$ cat src/rtl/chd_pkg.sv
`timescale 1ns / 1ps
// ---------------------------------------------------------------------------
// chd_pkg
// Shared types and constants for the chunked body decoder.
// ---------------------------------------------------------------------------
package chd_pkg;

    localparam int SIZE_BITS_DEF = 64;
    localparam int QUEUE_DEPTH   = 4;

    localparam logic [7:0] CHAR_SPACE = 8'h20;
    localparam logic [7:0] CHAR_TAB   = 8'h09;
    localparam logic [7:0] CHAR_CR    = 8'h0D;
    localparam logic [7:0] CHAR_LF    = 8'h0A;
    localparam logic [7:0] CHAR_SEMI  = 8'h3B;

    localparam logic CMD_BYTE = 1'b0;
    localparam logic CMD_END  = 1'b1;

    typedef enum logic [1:0] {
        ST_DATA      = 2'd0,
        ST_COMPLETE  = 2'd1,
        ST_MALFORMED = 2'd2,
        ST_TRUNCATED = 2'd3
    } chd_status_t;

    // classified request handed from front to back
    typedef struct packed {
        logic       cmd;
        logic [7:0] data;
        logic [3:0] hex_val;
        logic       is_hex;
        logic       is_blank;
        logic       is_cr;
        logic       is_lf;
        logic       is_semi;
    } chd_item_t;

endpackage

$ cat src/rtl/chd_front.sv
`timescale 1ns / 1ps
// ---------------------------------------------------------------------------
// chd_front
// Accepts input requests and classifies each body byte for the parser.
// ---------------------------------------------------------------------------
module chd_front (
    input  logic              s_tvalid,
    output logic              s_tready,
    input  logic [7:0]        s_tdata,
    input  logic              s_tuser,
    input  logic              q_full,
    output logic              q_push,
    output chd_pkg::chd_item_t q_item
);
    import chd_pkg::*;

    logic is_digit;
    logic is_lower;
    logic is_upper;

    always_comb begin
        is_digit = (s_tdata >= 8'h30) && (s_tdata <= 8'h39);
        is_lower = (s_tdata >= 8'h61) && (s_tdata <= 8'h66);
        is_upper = (s_tdata >= 8'h41) && (s_tdata <= 8'h46);

        q_item.cmd      = s_tuser;
        q_item.data     = s_tdata;
        q_item.is_hex   = is_digit || is_lower || is_upper;
        q_item.is_blank = (s_tdata == CHAR_SPACE) || (s_tdata == CHAR_TAB);
        q_item.is_cr    = (s_tdata == CHAR_CR);
        q_item.is_lf    = (s_tdata == CHAR_LF);
        q_item.is_semi  = (s_tdata == CHAR_SEMI);
        // letters a-f / A-F: low nibble 1..6 maps to 10..15
        if (is_digit) begin
            q_item.hex_val = s_tdata[3:0];
        end else begin
            q_item.hex_val = s_tdata[3:0] + 4'd9;
        end
    end

    assign s_tready = !q_full;
    assign q_push   = s_tvalid && !q_full;

endmodule

$ cat src/rtl/chd_queue.sv
`timescale 1ns / 1ps
// ---------------------------------------------------------------------------
// chd_queue
// Short first-in first-out queue of classified requests.
// ---------------------------------------------------------------------------
module chd_queue #(
    parameter int DEPTH = chd_pkg::QUEUE_DEPTH
) (
    input  logic               aclk,
    input  logic               aresetn,
    input  logic               push,
    input  chd_pkg::chd_item_t push_item,
    output logic               full,
    output logic               pop_valid,
    input  logic               pop_ready,
    output chd_pkg::chd_item_t pop_item
);
    import chd_pkg::*;

    localparam int PW = (DEPTH > 1) ? $clog2(DEPTH) : 1;
    localparam int CW = $clog2(DEPTH + 1);

    chd_item_t       mem_reg [DEPTH];
    logic [PW-1:0]   wr_ptr_reg, wr_ptr_next;
    logic [PW-1:0]   rd_ptr_reg, rd_ptr_next;
    logic [CW-1:0]   count_reg, count_next;
    logic            pop;

    assign full      = (count_reg == CW'(DEPTH));
    assign pop_valid = (count_reg != '0);
    assign pop       = pop_valid && pop_ready;
    assign pop_item  = mem_reg[rd_ptr_reg];

    always_comb begin
        wr_ptr_next = wr_ptr_reg;
        rd_ptr_next = rd_ptr_reg;
        if (push) begin
            wr_ptr_next = (wr_ptr_reg == PW'(DEPTH - 1)) ? '0 : wr_ptr_reg + PW'(1);
        end
        if (pop) begin
            rd_ptr_next = (rd_ptr_reg == PW'(DEPTH - 1)) ? '0 : rd_ptr_reg + PW'(1);
        end
        count_next = count_reg + CW'(push) - CW'(pop);
    end

    always_ff @(posedge aclk) begin
        if (!aresetn) begin
            wr_ptr_reg <= '0;
            rd_ptr_reg <= '0;
            count_reg  <= '0;
        end else begin
            wr_ptr_reg <= wr_ptr_next;
            rd_ptr_reg <= rd_ptr_next;
            count_reg  <= count_next;
        end
    end

    always_ff @(posedge aclk) begin
        if (push) begin
            mem_reg[wr_ptr_reg] <= push_item;
        end
    end

endmodule

$ cat src/rtl/chd_back.sv
`timescale 1ns / 1ps
// ---------------------------------------------------------------------------
// chd_back
// Chunk grammar parser with size counter and registered result slot.
// ---------------------------------------------------------------------------
module chd_back #(
    parameter int SIZE_BITS = chd_pkg::SIZE_BITS_DEF
) (
    input  logic               aclk,
    input  logic               aresetn,
    input  logic               in_valid,
    output logic               in_ready,
    input  chd_pkg::chd_item_t in_item,
    output logic               m_tvalid,
    input  logic               m_tready,
    output logic [7:0]         m_tdata,
    output logic [1:0]         m_tuser
);
    import chd_pkg::*;

    typedef enum logic [3:0] {
        PH_LEAD    = 4'd0,
        PH_DIGITS  = 4'd1,
        PH_TRAIL   = 4'd2,
        PH_EXT     = 4'd3,
        PH_EXT_CR  = 4'd4,
        PH_SIZE_LF = 4'd5,
        PH_DATA    = 4'd6,
        PH_DATA_CR = 4'd7,
        PH_DATA_LF = 4'd8,
        PH_DONE    = 4'd9,
        PH_ERROR   = 4'd10
    } phase_t;

    phase_t               phase_reg, phase_next;
    logic [SIZE_BITS-1:0] left_reg, left_next;
    logic                 out_valid_reg, out_valid_next;
    logic [7:0]           out_byte_reg, out_byte_next;
    chd_status_t          out_status_reg, out_status_next;

    logic                 take;
    logic                 emit;
    logic [7:0]           emit_byte;
    chd_status_t          emit_status;
    logic                 overflow;
    logic                 size_zero;
    logic [SIZE_BITS-1:0] shifted;

    assign in_ready  = !out_valid_reg || m_tready;
    assign take      = in_valid && in_ready;
    assign overflow  = (left_reg[SIZE_BITS-1 -: 4] != 4'd0);
    assign size_zero = (left_reg == '0);
    assign shifted   = {left_reg[SIZE_BITS-5:0], in_item.hex_val};

    always_comb begin
        phase_next  = phase_reg;
        left_next   = left_reg;
        emit        = 1'b0;
        emit_byte   = 8'd0;
        emit_status = ST_MALFORMED;

        if (take) begin
            if (in_item.cmd == CMD_END) begin
                emit = 1'b1;
                if (phase_reg == PH_ERROR) begin
                    emit_status = ST_MALFORMED;
                end else if (phase_reg == PH_DONE) begin
                    emit_status = ST_COMPLETE;
                end else begin
                    emit_status = ST_TRUNCATED;
                end
                phase_next = PH_LEAD;
                left_next  = '0;
            end else begin
                case (phase_reg)
                    PH_LEAD: begin
                        if (!in_item.is_blank) begin
                            if (in_item.is_hex && !overflow) begin
                                left_next  = shifted;
                                phase_next = PH_DIGITS;
                            end else begin
                                emit       = 1'b1;
                                phase_next = PH_ERROR;
                            end
                        end
                    end
                    PH_DIGITS: begin
                        if (in_item.is_hex) begin
                            if (overflow) begin
                                emit       = 1'b1;
                                phase_next = PH_ERROR;
                            end else begin
                                left_next = shifted;
                            end
                        end else if (in_item.is_blank) begin
                            phase_next = PH_TRAIL;
                        end else if (in_item.is_semi) begin
                            phase_next = PH_EXT;
                        end else if (in_item.is_cr) begin
                            phase_next = PH_SIZE_LF;
                        end else begin
                            emit       = 1'b1;
                            phase_next = PH_ERROR;
                        end
                    end
                    PH_TRAIL: begin
                        if (in_item.is_semi) begin
                            phase_next = PH_EXT;
                        end else if (in_item.is_cr) begin
                            phase_next = PH_SIZE_LF;
                        end else if (!in_item.is_blank) begin
                            emit       = 1'b1;
                            phase_next = PH_ERROR;
                        end
                    end
                    PH_EXT: begin
                        if (in_item.is_cr) begin
                            phase_next = PH_EXT_CR;
                        end
                    end
                    PH_EXT_CR: begin
                        // a cr without lf inside an extension is extension text
                        if (in_item.is_lf) begin
                            phase_next = size_zero ? PH_DONE : PH_DATA;
                        end else if (!in_item.is_cr) begin
                            phase_next = PH_EXT;
                        end
                    end
                    PH_SIZE_LF: begin
                        if (in_item.is_lf) begin
                            phase_next = size_zero ? PH_DONE : PH_DATA;
                        end else begin
                            emit       = 1'b1;
                            phase_next = PH_ERROR;
                        end
                    end
                    PH_DATA: begin
                        emit        = 1'b1;
                        emit_byte   = in_item.data;
                        emit_status = ST_DATA;
                        left_next   = left_reg - SIZE_BITS'(1);
                        if (left_reg == SIZE_BITS'(1)) begin
                            phase_next = PH_DATA_CR;
                        end
                    end
                    PH_DATA_CR: begin
                        if (in_item.is_cr) begin
                            phase_next = PH_DATA_LF;
                        end else begin
                            emit       = 1'b1;
                            phase_next = PH_ERROR;
                        end
                    end
                    PH_DATA_LF: begin
                        if (in_item.is_lf) begin
                            phase_next = PH_LEAD;
                            left_next  = '0;
                        end else begin
                            emit       = 1'b1;
                            phase_next = PH_ERROR;
                        end
                    end
                    PH_DONE: begin
                        phase_next = PH_DONE;
                    end
                    PH_ERROR: begin
                        phase_next = PH_ERROR;
                    end
                    default: begin
                        emit       = 1'b1;
                        phase_next = PH_ERROR;
                    end
                endcase
            end
        end

        out_valid_next  = out_valid_reg;
        out_byte_next   = out_byte_reg;
        out_status_next = out_status_reg;
        if (take && emit) begin
            out_valid_next  = 1'b1;
            out_byte_next   = emit_byte;
            out_status_next = emit_status;
        end else if (m_tready) begin
            out_valid_next = 1'b0;
        end
    end

    always_ff @(posedge aclk) begin
        if (!aresetn) begin
            phase_reg     <= PH_LEAD;
            left_reg      <= '0;
            out_valid_reg <= 1'b0;
        end else begin
            phase_reg     <= phase_next;
            left_reg      <= left_next;
            out_valid_reg <= out_valid_next;
        end
        out_byte_reg   <= out_byte_next;
        out_status_reg <= out_status_next;
    end

    assign m_tvalid = out_valid_reg;
    assign m_tdata  = out_byte_reg;
    assign m_tuser  = out_status_reg;

endmodule

$ cat src/rtl/http_chunked_body_decoder_top.sv
`timescale 1ns / 1ps
// ---------------------------------------------------------------------------
// http_chunked_body_decoder_top
// Decodes an HTTP/1.1 chunked body stream into payload bytes and status.
// ---------------------------------------------------------------------------
// Takes one body byte (tuser = 0) or end-of-body marker (tuser = 1) per
// cycle and sustains one request per clock while m_tready stays high.
// Each request is classified combinationally as it is accepted, waits in a
// four-entry queue and goes to the parser, whose single state update and
// size counter step per byte set the rate; it passes the queue and then the
// output register before m_tvalid rises. Payload bytes come out with status
// 0, a malformed stream gives one status 2 result and then stays silent
// until the end-of-body marker, which always reports complete, malformed or
// truncated and rearms the parser. The queue and output register absorb
// stalls, but a long output stall fills the queue and drops s_tready.
module http_chunked_body_decoder_top #(
    parameter int SIZE_BITS = chd_pkg::SIZE_BITS_DEF
) (
    input  logic        aclk,
    input  logic        aresetn,
    input  logic        s_tvalid,
    output logic        s_tready,
    input  logic [7:0]  s_tdata,   // [7:0] body_byte
    input  logic        s_tuser,   // [0] command
    output logic        m_tvalid,
    input  logic        m_tready,
    output logic [7:0]  m_tdata,   // [7:0] out_byte
    output logic [1:0]  m_tuser    // [1:0] status
);
    import chd_pkg::*;

    chd_item_t push_item;
    chd_item_t pop_item;
    logic      q_full;
    logic      q_push;
    logic      pop_valid;
    logic      pop_ready;

    chd_front u_front (
        .s_tvalid (s_tvalid),
        .s_tready (s_tready),
        .s_tdata  (s_tdata),
        .s_tuser  (s_tuser),
        .q_full   (q_full),
        .q_push   (q_push),
        .q_item   (push_item)
    );

    chd_queue #(
        .DEPTH (QUEUE_DEPTH)
    ) u_queue (
        .aclk      (aclk),
        .aresetn   (aresetn),
        .push      (q_push),
        .push_item (push_item),
        .full      (q_full),
        .pop_valid (pop_valid),
        .pop_ready (pop_ready),
        .pop_item  (pop_item)
    );

    chd_back #(
        .SIZE_BITS (SIZE_BITS)
    ) u_back (
        .aclk     (aclk),
        .aresetn  (aresetn),
        .in_valid (pop_valid),
        .in_ready (pop_ready),
        .in_item  (pop_item),
        .m_tvalid (m_tvalid),
        .m_tready (m_tready),
        .m_tdata  (m_tdata),
        .m_tuser  (m_tuser)
    );

endmodule

$ cat config.mk
export PLATFORM = sky130hd
export DESIGN_NAME = http_chunked_body_decoder_top
export DESIGN_NICKNAME = d
export VERILOG_FILES = /design/src/rtl/chd_pkg.sv /design/src/rtl/chd_front.sv /design/src/rtl/chd_queue.sv /design/src/rtl/chd_back.sv /design/src/rtl/http_chunked_body_decoder_top.sv
export SDC_FILE = /design/constraint.sdc
export NUM_CORES = 1
export LEC_CHECK = 0
export ABC_AREA = 1
export BUFFER_PORTS_ARGS = -buffer_cell sky130_fd_sc_hd__buf_2
export CAP_MARGIN = 30
export CORE_MARGIN = 4
export CORE_UTILIZATION = 58
export CTS_CLUSTER_DIAMETER = 120
export DETAILED_ROUTE_END_ITERATION = 6
export PLACE_DENSITY = 0.81
export SLEW_MARGIN = 20
export SYNTH_ARGS = -nofsm -noshare
export SYNTH_HDL_FRONTEND = slang
export SYNTH_HIERARCHICAL = 1
export SYNTH_SLANG_ARGS = --single-unit
export TNS_END_PERCENT = 20
$ cat constraint.sdc
create_clock -name aclk -period 3.2 [get_ports aclk]
set_clock_uncertainty 0.05 [all_clocks]
set_input_delay 0.32 -clock aclk [delete_from_list [all_inputs] [get_ports aclk]]
set_output_delay 0.32 -clock aclk [all_outputs]
set_load 0.005 [all_outputs]
==> out/results.md <==
• **result of the run** finished, final reports clean
• **met2 GRT Util** 46.9%
• **predominant post-synthesis flop cell** sky130_fd_sc_hd__edfxtp_1
• **Synth Area per Inst** 6.87 um2
• **post-detailed-route via-to-cell ratio** 5.58
• **number of synthesized register bits** 160
• **die area** 0.0190 mm2
• **Top Usage Layer GRT** met2
• **net switching power of the design** 5.04 mW
• **Internal Dissipation** 5.07 mW
• **floorplan die height** 138 um
• **number of warning messages in the yosys log** 6
• **via count of the routed design** 9238
• **initial antenna violation count** 0
• **Antenna Diode Count** 0
• **most used standard cell by instance count after synthesis** sky130_fd_sc_hd__nand2_1
• **CTS HTree Levels** 4
• **number of hold violations in the final report** 0
• **total congestion overflow after global routing** 0
• **total placed instance area** 0.00990 mm2
• **number of synthesized flops with an enable pin** 82
• **number of antenna-violating nets in the routed design** 0
• **data required time of the worst path** 3500 ps
• **power density over cell area** 963 mW/mm2
• **number of failing setup endpoints in the final timing report** 0
• **overall track demand over capacity in global routing** 27.5%
• **max capacitance violation total** 0
• **nets** 1450
• **finished layout cell area** 0.0105 mm2
• **Clock Tree Buf Depth** 2
• **average wire length per cell after detail routing** 15.2 um
• **relative contribution of combinational cells to total power** 53.2%
• **category of the critical setup timing path** flop to flop
• **CP arrival** 3220 ps
• **area share of the largest cell type after synthesis** 25.2%
• **worst slew pin tran** 832 ps
• **Core ar.** 0.0165 mm2
• **class of the tightest hold or removal check** primary input to flop
• **Critical Path Fanout Max** 37
• **number of DRC violations after detailed-routing iteration 0** 898
• **clock transition time at the flip-flop clock pins of the worst setup and hold paths** 80 ps
• **cell with the biggest individual delay on the critical path** sky130_fd_sc_hd__dfxtp_2
• **Most Frequent Cell on Critical Path** sky130_fd_sc_hd__nand2_1
• **CTS root buf** sky130_fd_sc_hd__clkbuf_16
• **share of cells above drive strength 1** 7.32%
• **post-route setup TNS** 0 ps
• **number of buffers added on ports** 24
• **minimum period implied by the final worst setup slack** 2910 ps
• **later-pin clock latency in the skew report** 440 ps
• **register area share after synthesis** 41.3%
• **fin crit share** 91.0%
• **startpoint type of the worst setup path** flop
• **cells after synthesis** 1419
• **GR Layer Usage met1** 34.7%
• **FMAX** 343 MHz
• **detailed-route DRC error count** 0
• **number of iterations in the first detailed-routing pass** 5
• **post-route non-filler standard cell count** 1655
• **clock sink count** 160
• **share of total power consumed by net switching** 49.8%
• **global-route wire length before repair** 41.4 mm
• **Die Width** 138 um
• **combined area of all synthesized cells** 0.00975 mm2
• **worst-path cell chain** buf_4 > o21ai_0 > o22ai_1 > inv_2 > nand2_1 > inv_1 > a21oi_2 > nand3_4 > inv_4 > buf_12 > nand2_1 > a21oi_1
• **Critical path buffers and inverters** 5
• **effective utilization at floorplan** 59.0%
• **slowest cell delay on critical path** 480 ps
• **Num CTS Buffers** 17
• **largest net degree at the start of global routing** 65
• **async set-reset flop share out of synthesis** 0%
• **Post-CTS Setup Bufs** 0
• **HPWL reported at the end of detailed placement** 17.5 mm
• **Slew Limit Fails** 0
• **Total Wirelength** 25.1 mm
• **largest area contributor in the synthesized netlist** sky130_fd_sc_hd__edfxtp_1
• **placed cell count** 1623
• **net count after synthesis** 1447
• **power share of the sequential group** 26.4%
• **row cnt** 47
• **I/O pin cnt** 25
• **Leakage** 4.60 nW
• **relative area change from synthesis to final layout** 7.63%
• **vias in the first global route** 8589
• **max FFs per register** 72
• **unrepaired setup endpoints after global routing** false
• **clock network power share** 20.4%
• **most instantiated cells after synthesis** sky130_fd_sc_hd__nand2_1, sky130_fd_sc_hd__nor2_1, sky130_fd_sc_hd__inv_1
• **routability cong.** 0.949
• **CTS tree** done
• **Yosys cell types** 47
• **element type at the critical path end** flop
• **gate family responsible for the most delay along the worst path** buffers and inverters
• **maximum vdd ir drop** 0.000590 V
• **met3 track demand over resource in global routing** 4.20%
• **top area cells in the synthesized netlist** sky130_fd_sc_hd__edfxtp_1, sky130_fd_sc_hd__nand2_1, sky130_fd_sc_hd__dfxtp_1
• **remaining max-slew budget at the tightest pin** 44.5%
[final cells by class]
class	instances	area (um2)
clock buffers	17	425
clock inverters	15	173
fillers	1490	6030
inverters	140	538
multi-input cells	1066	4830
flip-flops and latches	160	4030
well taps	220	275
repair buffers	37	230
[cells in the final DEF, fill, tap and decap left out, drive strengths merged]
cell and count:
nand2 426, nor2 260, inv 150, nand3 107
a21oi 94, o21ai 89, edfxtp 82, dfxtp 78
buf 37, o22ai 23, nand4 22, clkbuf 17
ha 14, nor3 6, xor2 4, clkinv 4
o21bai 3, xnor2 3, o211ai 2, o31ai 2
a211oi 2, and2 2, nand3b 2, clkinvlp 1
a31oi 1, o32ai 1, nor4 1, nor3b 1
fa 1
[metrics by stage]
stage | hold WS, ps | setup WS, ps | util (%) | power (mW)
finish | 92.6 | 288 | 63.5 | 10.1
global route | 87.7 | 25.7 | 63.5 | 10.9
CTS | 83.0 | 118 | 63.5 | 10.0
detailed placement | 421 | 150 | 59.9 | 7.97
global placement | 401 | 310 | 59.9 | 7.89
floorplan | 368 | 777 | - | 6.74
[path summary, 6_finish.rpt]
path                                         start                     end  slack (ps)  cells past startpoint
worst max-delay path                          flop      u_back/left_reg[3]         290                     12
worst min-delay path                    s_tdata[4]  u_queue/mem_reg[3][13]          90                      1
worst max register to register                flop      u_back/left_reg[3]         290                     12
worst min register to register  u_back/left_reg[1]      u_back/left_reg[1]         430                      2
[cells by family after synthesis]
kind of cell,share of synthesized area (%)
compound gates,11.9
xor+xnor,0.629
fa+ha+maj,2.00
buf+inv,9.21
flops,41.3
simple gates,35.0
[per-layer routing]
| layer | up-vias | routed length, um |
|---|---|---|
| li1 | 4629 | - |
| met3 | 71 | 1620 |
| met5 | - | 0 |
| met4 | 0 | 931 |
| met2 | 336 | 12200 |
| met1 | 4202 | 10400 |
[power by group through the flow]
stage	registers, mW	clock network (mW)	logic (mW)
finish	2.66	2.06	5.38
global route	2.69	2.18	6.00
CTS	2.66	2.09	5.30
detailed placement	2.71	0	5.26
global placement	2.70	0	5.19
floorplan	2.65	0	4.09
[timing repair]
item | 4_1_cts | 5_1_grt
endpoints found under the setup margin | 0 | 39
hold buffers | 0 | 0
resized for setup | 0 | 2
Power figures use the tool's default switching activity.
